<file path="src/rtl/sfdf_pkg.sv">
package sfdf_pkg;

	// Payload store geometry.
	localparam int PAYLOAD_WORDS = 64;
	localparam int WORD_AW = (PAYLOAD_WORDS > 1) ? $clog2(PAYLOAD_WORDS) : 1;

	// Field values that mark acknowledge and data frames.
	localparam logic [7:0] ACK_FIELD_LEN = 8'h04;
	localparam logic [7:0] ACK_DESC      = 8'hF1;
	localparam logic [7:0] DATA_DESC     = 8'h80;

	// Configuration registers.
	localparam int          CFG_AW         = 3;
	localparam logic        REG_SYNC_FIRST  = 1'b0;
	localparam logic        REG_SYNC_SECOND = 1'b1;
	localparam logic [7:0]  SYNC_FIRST_RST  = 8'd117;
	localparam logic [7:0]  SYNC_SECOND_RST = 8'd101;

	typedef enum logic [2:0] {
		PH_HUNT,
		PH_DESC,
		PH_LEN,
		PH_PAYLOAD,
		PH_CHK1,
		PH_CHK2
	} phase_t;

	typedef enum logic [1:0] {
		EM_IDLE,
		EM_READ,
		EM_LOAD,
		EM_SHOW
	} em_state_t;

	// Summary of a finished frame, handed from the parser to the emitter.
	typedef struct packed {
		logic               good;
		logic [7:0]         desc;
		logic [7:0]         len;
		logic [WORD_AW-1:0] last_idx;
		logic               is_ack;
		logic               is_data;
		logic [7:0]         echo;
		logic [7:0]         code;
	} frame_info_t;

	// One write into the payload store.
	typedef struct packed {
		logic               en;
		logic [WORD_AW-1:0] addr;
		logic [31:0]        data;
	} store_wr_t;

endpackage

</file>
<file path="src/rtl/sync_frame_deframer_fletcher.sv">
// Sync-framed byte deframer with a Fletcher-style check.
// Input channel: one received byte (rx_byte) per beat on in_valid/in_stall.
// The parser hunts for the two sync bytes, then takes descriptor, length,
// payload and two check bytes; payload words go into a 64-word store.
// Output channel: one beat per 32-bit payload word of a good frame (first
// byte most significant, last word zero padded, at least one beat), or a
// single beat with status 1 when the check fails. last marks the final beat.
// Flow: a byte that does not end a frame is taken without a stall. After the
// second check byte the input stalls while the store is read back: each word
// passes through read, load and present steps, and the present step lasts as
// long as the receiver holds out_stall; an error beat skips read and load.
// While out_stall is high the current beat holds and in_stall stays high.
// Reset clears the parser to hunting and the emitter to idle, and sets the
// sync registers to 117 and 101. Registers sit on the APB-style port at
// byte addresses 0 and 4; a write lands at once, so write them only while
// the block is idle.
module sync_frame_deframer_fletcher (
	input  logic        clk,
	input  logic        arst_n,
	input  logic        psel,
	input  logic        penable,
	input  logic        pwrite,
	input  logic [sfdf_pkg::CFG_AW-1:0] paddr,
	input  logic [31:0] pwdata,
	output logic [31:0] prdata,
	output logic        pready,
	input  logic        in_valid,
	output logic        in_stall,
	input  logic [7:0]  rx_byte,
	output logic        out_valid,
	input  logic        out_stall,
	output logic        status,
	output logic [7:0]  descriptor,
	output logic [7:0]  payload_length,
	output logic [5:0]  word_index,
	output logic [31:0] payload_word,
	output logic        last,
	output logic        is_ack,
	output logic        is_data,
	output logic [7:0]  ack_echo,
	output logic [7:0]  reply_code
);
	import sfdf_pkg::*;

	logic               sel_first;
	logic [7:0]         sync_first_val_q;
	logic [7:0]         sync_second_val_q;
	logic               cfg_wr;
	logic               byte_en;
	logic               busy;
	logic               frame_done;
	frame_info_t        frame_info;
	store_wr_t          wr;
	logic               rd_en;
	logic [WORD_AW-1:0] rd_addr;
	logic [31:0]        rd_data;

	// Register port.
	assign pready = 1'b1;
	assign cfg_wr = psel && penable && pwrite && pready;
	assign sel_first = (paddr[2] == REG_SYNC_FIRST);

	always_ff @(posedge clk or negedge arst_n) begin
		if (!arst_n) begin
			sync_first_val_q  <= SYNC_FIRST_RST;
			sync_second_val_q <= SYNC_SECOND_RST;
		end else if (cfg_wr) begin
			if (sel_first) begin
				sync_first_val_q <= pwdata[7:0];
			end else begin
				sync_second_val_q <= pwdata[7:0];
			end
		end
	end

	always_comb begin
		case (paddr[2])
			REG_SYNC_FIRST:  prdata = {24'd0, sync_first_val_q};
			REG_SYNC_SECOND: prdata = {24'd0, sync_second_val_q};
			default:         prdata = 32'd0;
		endcase
	end

	// Input is held off while a frame is being emitted.
	assign in_stall = busy;
	assign byte_en  = in_valid && !in_stall;

	sfdf_parser u_parser (
		.clk         (clk),
		.arst_n      (arst_n),
		.byte_en     (byte_en),
		.rx_byte     (rx_byte),
		.sync_first  (sync_first_val_q),
		.sync_second (sync_second_val_q),
		.wr          (wr),
		.frame_done  (frame_done),
		.frame_info  (frame_info)
	);

	sfdf_store u_store (
		.clk     (clk),
		.wr      (wr),
		.rd_en   (rd_en),
		.rd_addr (rd_addr),
		.rd_data (rd_data)
	);

	sfdf_emitter u_emitter (
		.clk            (clk),
		.arst_n         (arst_n),
		.frame_done     (frame_done),
		.frame_info     (frame_info),
		.busy           (busy),
		.rd_en          (rd_en),
		.rd_addr        (rd_addr),
		.rd_data        (rd_data),
		.out_valid      (out_valid),
		.out_stall      (out_stall),
		.status         (status),
		.descriptor     (descriptor),
		.payload_length (payload_length),
		.word_index     (word_index),
		.payload_word   (payload_word),
		.last           (last),
		.is_ack         (is_ack),
		.is_data        (is_data),
		.ack_echo       (ack_echo),
		.reply_code     (reply_code)
	);

endmodule

</file>
<file path="src/rtl/sfdf_store.sv">
module sfdf_store (
	input  logic                       clk,
	input  sfdf_pkg::store_wr_t        wr,
	input  logic                       rd_en,
	input  logic [sfdf_pkg::WORD_AW-1:0] rd_addr,
	output logic [31:0]                rd_data
);
	import sfdf_pkg::*;

	logic [31:0] mem [PAYLOAD_WORDS];

	// Write port.
	always_ff @(posedge clk) begin
		if (wr.en) begin
			mem[wr.addr] <= wr.data;
		end
	end

	// Registered read port.
	always_ff @(posedge clk) begin
		if (rd_en) begin
			rd_data <= mem[rd_addr];
		end
	end

endmodule

</file>
<file path="src/rtl/sfdf_parser.sv">
module sfdf_parser (
	input  logic                  clk,
	input  logic                  arst_n,
	input  logic                  byte_en,
	input  logic [7:0]            rx_byte,
	input  logic [7:0]            sync_first,
	input  logic [7:0]            sync_second,
	output sfdf_pkg::store_wr_t   wr,
	output logic                  frame_done,
	output sfdf_pkg::frame_info_t frame_info
);
	import sfdf_pkg::*;

	phase_t      phase_q, phase_d;
	logic        prev_sync_q;
	logic [7:0]  desc_q;
	logic [7:0]  len_q;
	logic [7:0]  cnt_q;
	logic [7:0]  sum_lo_q;
	logic [7:0]  sum_hi_q;
	logic [7:0]  chk1_q;
	logic [31:0] word_q;
	logic [31:0] first_q;

	logic [7:0]  add_lo;
	logic [7:0]  add_hi;
	logic [7:0]  sync_lo;
	logic [7:0]  sync_hi;
	logic [8:0]  cnt_inc;
	logic        payload_end;
	logic [31:0] word_d;
	logic [6:0]  nwords;
	logic        good;

	// Running sums: low accumulates bytes, high accumulates low.
	assign add_lo  = sum_lo_q + rx_byte;
	assign add_hi  = sum_hi_q + add_lo;
	assign sync_lo = sync_first + sync_second;
	assign sync_hi = sync_first + sync_lo;

	assign cnt_inc     = {1'b0, cnt_q} + 9'd1;
	assign payload_end = cnt_inc >= {1'b0, len_q};

	// Merge the byte into the current big-endian word; a new word starts zeroed.
	always_comb begin
		case (cnt_q[1:0])
			2'd0:    word_d = {rx_byte, 24'd0};
			2'd1:    word_d = word_q | {8'd0, rx_byte, 16'd0};
			2'd2:    word_d = word_q | {16'd0, rx_byte, 8'd0};
			default: word_d = word_q | {24'd0, rx_byte};
		endcase
	end

	// Complete words and the final partial word go to the store.
	always_comb begin
		wr.en   = byte_en && (phase_q == PH_PAYLOAD) && ((cnt_q[1:0] == 2'd3) || payload_end)
			&& (32'(cnt_q[7:2]) < PAYLOAD_WORDS);
		wr.addr = WORD_AW'(cnt_q[7:2]);
		wr.data = word_d;
	end

	// Phase sequencing.
	always_comb begin
		phase_d = phase_q;
		if (byte_en) begin
			case (phase_q)
				PH_HUNT: begin
					if (prev_sync_q && (rx_byte == sync_second)) begin
						phase_d = PH_DESC;
					end
				end
				PH_DESC:    phase_d = PH_LEN;
				PH_LEN:     phase_d = (rx_byte == 8'd0) ? PH_CHK1 : PH_PAYLOAD;
				PH_PAYLOAD: phase_d = payload_end ? PH_CHK1 : PH_PAYLOAD;
				PH_CHK1:    phase_d = PH_CHK2;
				PH_CHK2:    phase_d = PH_HUNT;
				default:    phase_d = PH_HUNT;
			endcase
		end
	end

	always_ff @(posedge clk or negedge arst_n) begin
		if (!arst_n) begin
			phase_q <= PH_HUNT;
		end else begin
			phase_q <= phase_d;
		end
	end

	// Frame registers.
	always_ff @(posedge clk or negedge arst_n) begin
		if (!arst_n) begin
			prev_sync_q <= 1'b0;
			desc_q      <= 8'd0;
			len_q       <= 8'd0;
			cnt_q       <= 8'd0;
			sum_lo_q    <= 8'd0;
			sum_hi_q    <= 8'd0;
			chk1_q      <= 8'd0;
			word_q      <= 32'd0;
			first_q     <= 32'd0;
		end else if (byte_en) begin
			case (phase_q)
				PH_HUNT: begin
					if (prev_sync_q && (rx_byte == sync_second)) begin
						prev_sync_q <= 1'b0;
						sum_lo_q    <= sync_lo;
						sum_hi_q    <= sync_hi;
						cnt_q       <= 8'd0;
					end else begin
						prev_sync_q <= (rx_byte == sync_first);
					end
				end
				PH_DESC: begin
					desc_q   <= rx_byte;
					sum_lo_q <= add_lo;
					sum_hi_q <= add_hi;
				end
				PH_LEN: begin
					len_q    <= rx_byte;
					sum_lo_q <= add_lo;
					sum_hi_q <= add_hi;
					cnt_q    <= 8'd0;
					word_q   <= 32'd0;
					first_q  <= 32'd0;
				end
				PH_PAYLOAD: begin
					sum_lo_q <= add_lo;
					sum_hi_q <= add_hi;
					cnt_q    <= cnt_inc[7:0];
					word_q   <= word_d;
					if (cnt_q[7:2] == 6'd0) begin
						first_q <= word_d;
					end
				end
				PH_CHK1: begin
					chk1_q <= rx_byte;
				end
				PH_CHK2: begin
					prev_sync_q <= 1'b0;
				end
				default: begin
					prev_sync_q <= 1'b0;
				end
			endcase
		end
	end

	// Frame summary, valid with the second check byte.
	assign good   = (chk1_q == sum_lo_q) && (rx_byte == sum_hi_q);
	assign nwords = 7'(({1'b0, len_q} + 9'd3) >> 2);

	always_comb begin
		frame_done      = byte_en && (phase_q == PH_CHK2);
		frame_info.good = good;
		frame_info.desc = desc_q;
		frame_info.len  = len_q;
		if (len_q == 8'd0) begin
			frame_info.last_idx = '0;
		end else if (32'(nwords) > PAYLOAD_WORDS) begin
			frame_info.last_idx = WORD_AW'(PAYLOAD_WORDS - 1);
		end else begin
			frame_info.last_idx = WORD_AW'(nwords - 7'd1);
		end
		frame_info.is_ack  = good && (first_q[31:24] == ACK_FIELD_LEN)
			&& (first_q[23:16] == ACK_DESC);
		frame_info.is_data = good && (desc_q == DATA_DESC);
		frame_info.echo    = good ? first_q[15:8] : 8'd0;
		frame_info.code    = good ? first_q[7:0] : 8'd0;
	end

`ifndef SYNTHESIS
	// A payload phase only follows a nonzero length byte.
	a_payload_len: assert property (@(posedge clk) disable iff (!arst_n)
		(phase_q == PH_PAYLOAD) |-> (len_q != 8'd0))
		else $error("payload phase with zero length");
`endif

endmodule

</file>
<file path="src/rtl/sfdf_emitter.sv">
module sfdf_emitter (
	input  logic                         clk,
	input  logic                         arst_n,
	input  logic                         frame_done,
	input  sfdf_pkg::frame_info_t        frame_info,
	output logic                         busy,
	output logic                         rd_en,
	output logic [sfdf_pkg::WORD_AW-1:0] rd_addr,
	input  logic [31:0]                  rd_data,
	output logic                         out_valid,
	input  logic                         out_stall,
	output logic                         status,
	output logic [7:0]                   descriptor,
	output logic [7:0]                   payload_length,
	output logic [5:0]                   word_index,
	output logic [31:0]                  payload_word,
	output logic                         last,
	output logic                         is_ack,
	output logic                         is_data,
	output logic [7:0]                   ack_echo,
	output logic [7:0]                   reply_code
);
	import sfdf_pkg::*;

	em_state_t          state_q, state_d;
	frame_info_t        info_q;
	logic [WORD_AW-1:0] idx_q;
	logic [31:0]        word_q;
	logic               at_last;

	assign at_last = (idx_q == info_q.last_idx);

	// Next state and store read control.
	always_comb begin
		state_d = state_q;
		rd_en   = 1'b0;
		rd_addr = idx_q;
		case (state_q)
			EM_IDLE: begin
				if (frame_done) begin
					state_d = frame_info.good ? EM_READ : EM_SHOW;
				end
			end
			EM_READ: begin
				rd_en   = 1'b1;
				state_d = EM_LOAD;
			end
			EM_LOAD: begin
				state_d = EM_SHOW;
			end
			EM_SHOW: begin
				if (!out_stall) begin
					state_d = (at_last || !info_q.good) ? EM_IDLE : EM_READ;
				end
			end
			default: state_d = EM_IDLE;
		endcase
	end

	always_ff @(posedge clk or negedge arst_n) begin
		if (!arst_n) begin
			state_q <= EM_IDLE;
		end else begin
			state_q <= state_d;
		end
	end

	// Frame summary, word counter and output word.
	always_ff @(posedge clk) begin
		case (state_q)
			EM_IDLE: begin
				if (frame_done) begin
					info_q <= frame_info;
					idx_q  <= '0;
					word_q <= 32'd0;
				end
			end
			EM_LOAD: begin
				word_q <= (info_q.len == 8'd0) ? 32'd0 : rd_data;
			end
			EM_SHOW: begin
				if (!out_stall) begin
					idx_q <= idx_q + 1'b1;
				end
			end
			default: begin
				word_q <= word_q;
			end
		endcase
	end

	assign busy           = (state_q != EM_IDLE);
	assign out_valid      = (state_q == EM_SHOW);
	assign status         = !info_q.good;
	assign descriptor     = info_q.desc;
	assign payload_length = info_q.len;
	assign word_index     = 6'(idx_q);
	assign payload_word   = word_q;
	assign last           = at_last || !info_q.good;
	assign is_ack         = info_q.is_ack;
	assign is_data        = info_q.is_data;
	assign ack_echo       = info_q.echo;
	assign reply_code     = info_q.code;

`ifndef SYNTHESIS
	// A new frame only arrives while the emitter is idle.
	a_start_idle: assert property (@(posedge clk) disable iff (!arst_n)
		frame_done |-> (state_q == EM_IDLE))
		else $error("frame finished while emitter busy");

	// An error beat is always the final beat of its frame.
	a_err_last: assert property (@(posedge clk) disable iff (!arst_n)
		(out_valid && status) |-> last)
		else $error("error beat without last");

	// The word counter never runs past the frame's last word.
	a_idx_range: assert property (@(posedge clk) disable iff (!arst_n)
		out_valid |-> (idx_q <= info_q.last_idx))
		else $error("word index past last word");
`endif

endmodule
</file>
<file path="config.mk">
export PLATFORM = sky130hd
export DESIGN_NAME = sync_frame_deframer_fletcher
export DESIGN_NICKNAME = d
export VERILOG_FILES = /design/src/rtl/sfdf_pkg.sv /design/src/rtl/sync_frame_deframer_fletcher.sv /design/src/rtl/sfdf_store.sv /design/src/rtl/sfdf_parser.sv /design/src/rtl/sfdf_emitter.sv
export SDC_FILE = /design/constraint.sdc
export NUM_CORES = 2
export LEC_CHECK = 0
export BUFFER_PORTS_ARGS = -buffer_cell sky130_fd_sc_hd__clkbuf_2
export CAP_MARGIN = 20
export CORE_AREA = 2 2 552 417
export CTS_CLUSTER_SIZE = 40
export DETAILED_ROUTE_END_ITERATION = 10
export DIE_AREA = 0 0 554 419
export PLACE_DENSITY = 0.66
export SLEW_MARGIN = 20
export SYNTH_ARGS = -nofsm -noshare
export SYNTH_HDL_FRONTEND = slang
export SYNTH_HIERARCHICAL = 1
export SYNTH_SLANG_ARGS = --single-unit
</file>
<file path="constraint.sdc">
create_clock -name clk -period 15.55 [get_ports clk]
set_clock_uncertainty 0.15 [all_clocks]
set_input_delay 0.7775 -clock clk [delete_from_list [all_inputs] [get_ports clk]]
set_output_delay 0.7775 -clock clk [all_outputs]
set_load 0.03 [all_outputs]
</file>
==> impl_summary.log <==
INFO  metric place_ws = 9.464 ns
INFO  metric layout-drive-gt1-share = 26.73%
INFO  metric cts_made_buffers = 221
INFO  metric fin_util = 44.81%
INFO  metric power_density = 174.2 nW/µm²
INFO  metric hold_viol_final = 0
INFO  metric share_seq_of_total_power = 42.0%
INFO  metric outcome = completed
INFO  metric die_h = 419 µm
INFO  metric number_of_antenna_violations_at_the_first_check_in_global_routing = 2
INFO  metric register_area = 68200 µm²
INFO  metric design.die.area = 232100 µm²
INFO  metric routed_wirelength = 223.0 mm
INFO  metric layout_overhead_on_the_synthesized_area = 12.81%
INFO  metric synth-async-reset-ratio = 5.844%
INFO  metric hold-worst-slack = 0.2799 ns
INFO  metric post_cts_resize_count = 0
INFO  metric report.final.setup_viol = 0
INFO  metric power_frac_clock = 29.0%
INFO  metric p_sw = 5.693 mW
INFO  metric synth_top_flop_cell = edfxtp_1
INFO  metric max-slew-margin-rel = 22.81%
INFO  metric finalNetCount = 4697
INFO  metric place.gp.congestion = 0.8538
INFO  metric r2r_slack = 9.39 ns
INFO  metric fmax = 162.2 MHz
INFO  metric nFillCells = 18770
INFO  metric post-synth-top-area-fraction = 71.81%
INFO  metric post_route_ant_nets = 0
INFO  metric layout_setup_ws = 9.385 ns
INFO  metric track_usage = 19.07%
INFO  metric clock_tree_from_tritoncts = yes
INFO  metric r2r.worst_path.cells = 13
INFO  metric layout_worst_path_cycle_share = 39.65%
INFO  metric postCtsSetupBuffers = 0
INFO  metric switching_share = 32.08%
INFO  metric placement.cell_area = 94820 µm²
INFO  metric crit_path_cell_trace = ha_1 -> nand3_1 -> nor2_1 -> xor2_1 -> ha_1 -> nand3_1 -> o31ai_1 -> nor2_1 -> nor2_1 -> nor2b_1 -> nand3_1 -> nor2_4 -> buf_4
INFO  metric timing_worst_slew_pin_value = 1.158 ns
INFO  metric die_w = 554 µm
INFO  metric synth_largest_area_cell = edfxtp_1
INFO  metric grt_pass1_wl = 318.0 mm
INFO  metric detailed_place_hpwl = 121.9 mm
INFO  metric fin_tns_setup = 0 ns
INFO  metric number_of_standard_cells_in_the_final_layout_excluding_fillers = 7784
INFO  metric comb_power_share = 28.9%
INFO  metric final_area = 101800 µm²
INFO  metric drc = 0
INFO  metric dp_cells = 7365
INFO  metric whs_endpoint = sync_second_val_q[0]
INFO  metric clock_latency = 0.85 ns
INFO  metric synth_top_family_by_area = multiplexers
INFO  metric worstPathMaxFanout = 17
INFO  metric max-vdd-ir-drop = 0.1523 mV
INFO  metric dr.pass1.iters = 6
INFO  metric wl_per_cell = 28.65 µm
INFO  metric ctsHtreeMaxLevel = 4
INFO  metric post_synth_num_cell_types = 71
INFO  metric worstSetupPathType = register to register
INFO  metric pin_count_of_the_biggest_net_entering_global_routing = 131
INFO  metric via_per_inst = 5.760
INFO  metric critical_path.reg2reg.startpoint = u_parser/cnt_q[0]
INFO  metric synth_edf_count = 2159
INFO  metric top_level_ports = 159
INFO  metric avgSynthCellArea = 20.54 µm²
INFO  metric number_of_cells_traversed_by_the_worst_hold_path = 3
INFO  metric multi_input_comb_area = 21100 µm²
INFO  metric worst_ep_arrival_time = 6.52 ns
INFO  metric total_via_count_after_detailed_routing = 44837
INFO  metric start_util = 39.72%
INFO  metric regToRegEndpoint = u_store/mem[46][16]
INFO  metric power.total = 17.74 mW
INFO  metric cp_data_required_time = 15.90 ns
INFO  metric drt-initial-drc-count = 6108
INFO  metric category_of_the_worst_setup_path_capture_point = register
INFO  metric synthesis.area = 90280 µm²
INFO  metric holdCritStartpoint = penable
INFO  metric synth-seq-cells = 2293
INFO  metric hp-class = primary input to register
INFO  metric critical_path_top_delay_cell = nor2_4
INFO  metric seq_area_frac_synth = 75.54%
INFO  metric clock_sink_count = 2293
INFO  metric element_type_at_the_critical_path_start = register
INFO  metric yosys.area_share.adder = 0.7678%
INFO  metric placement.io_buffers = 107
INFO  metric minimum_period_implied_by_the_final_worst_setup_slack = 6.165 ns
INFO  metric xor_xnor_cell_area_share_of_the_yosys_netlist = 0.7373%
INFO  metric instance_count_of_the_mapped_netlist = 4395
INFO  metric clock_tree.buffer_depth = 3
INFO  metric post_synth_and_or_nand_nor_area_fraction = 2.877%
INFO  metric drv_cap = 0
INFO  metric vias_in_the_first_global_route = 44325
INFO  metric power_leakage = 31.03 nW
INFO  metric grt_remaining_overflow = 0
INFO  metric ys.warnings.count = 6
INFO  metric core_region_area = 227300 µm²
INFO  metric drv_slew = 0
INFO  metric power.internal = 12.05 mW
INFO  metric cts_root_buffer = clkbuf_16
INFO  metric post_synth_main_area_contributors = edfxtp_1 (72%), mux4_2 (14%), dfrtp_1 (3.5%)
INFO  metric grt_setup_unrepaired = no
INFO  metric synthesized_area_fraction_occupied_by_ao_oa_aoi_and_oai_cells = 2.922%
INFO  metric placementRows = 152
INFO  metric clk_pin_slew_worst_paths = 0.07 ns
INFO  metric synthMuxAreaShare = 15.19%
INFO  metric cpPeakStageDelay = 0.86 ns
[cell type report]
cell class                      instances  area share [%]
Multi-Input combinational cell       1789           20.72
Antenna cell                            8         0.01966
Timing Repair Buffer                  256           1.702
Clock inverter                        128           1.086
Tap cell                             3003           3.690
Clock buffer                          274           5.696
Inverter                               33          0.1216
Sequential cell                      2293           66.97
[registers in the layout (all words and copies together) (netlist names), 32 cells and up]
signal and count:
u_parser/word_q 32, u_parser/first_q 32, u_store/rd_data 32, u_emitter/payload_word 32, u_store/mem 2048
[cells in the mapped netlist (57+ instances only)]
cell      number
mux4_2       544
a21oi_1      118
nor2_1       199
o22ai_1       87
dfrtp_1      125
clkbuf_1     115
mux2i_1       99
edfxtp_1    2159
nand2_1      137
buf_2         57
buf_4         95
o21ai_0       76
[placed cells by master (no fill, tap or decap), drive strengths merged, types with 8 or more instances in the layout]
master	count
a21oi	118
a22o	31
a22oi	13
a311oi	9
and2	57
and3	8
buf	141
bufinv	12
clkbuf	380
clkinv	102
conb	25
dfrtp	125
dfstp	9
diode	8
dlygate4sd3	9
edfxtp	2159
ha	49
inv	43
mux2	42
mux2i	99
mux4	544
nand2	137
nand2b	14
nand3	20
nand4	13
nor2	199
nor2b	28
nor3	17
nor4	11
o21ai	77
o221ai	27
o22ai	87
o41ai	12
or3	10
xnor2	49
xor2	27
[critical path: cells and delay by family (launching register included)]
kind                     cells  cell delay [ns]
flip-flops                   1             0.50
buffers and inverters        1             0.47
AND/OR/NAND/NOR              8             3.19
XOR/XNOR                     1             0.11
AO/OA/AOI/OAI                1             0.39
adder cells (fa/ha/maj)      2             0.96
[power groups by stage]
stage	clock network (mW)	registers (mW)	logic (mW)
final	5.15	7.46	5.13
after detailed placement	0	7.59	5.10
after CTS	5.24	7.46	5.12
after floorplan	0	7.59	3.36
after global routing	5.48	7.48	5.41
after global placement	0	7.58	5.04
[routing by layer]
| layer | global-route usage [%] | up-vias | share of wire, % | wire [µm] |
|---|---|---|---|---|
| met2 | 29.22 | 2154 | 46 | 102800 |
| met3 | 3.790 | 349 | 9.7 | 21570 |
| li1 | - | 18370 | - | - |
| met4 | 5.731 | 0 | 2.9 | 6422 |
| met5 | 0 | - | 0 | 0 |
| met1 | 27.64 | 23964 | 41 | 92190 |
[logic make-up (layout without fill, tap and decap cells)]
logic type | Yosys count | count (layout)
DFF | 2293 | 2293
muxes | 685 | 685
and+or+nand+nor | 536 | 536
AOI/OAI and AO/OA | 414 | 414
buffers and inverters | 336 | 691
xor gates and xnor gates | 76 | 76
adders and majority gates | 53 | 53
other | 2 | 33
[worst max path at each step]
stage	start	to	slack, ns	depth (start not counted)
after floorplan	u_parser/cnt_q[0]	u_store/mem[48][0]	10.02	13
final	u_parser/cnt_q[0]	u_store/mem[46][16]	9.39	13
after CTS	u_parser/cnt_q[0]	u_store/mem[46][13]	9.45	13
after global routing	u_parser/cnt_q[0]	u_store/mem[46][13]	9.01	13
after global placement	u_parser/cnt_q[0]	u_store/mem[47][19]	9.65	12
after detailed placement	u_parser/cnt_q[0]	u_store/mem[46][6]	9.46	13
[timing repair]
action / CTS / global route
hold buffers: 9 / 0
setup endpoints to repair: 0 / 0
hold endpoints to repair: 73 / 0
Note: power is estimated with default switching activity, not from simulation.
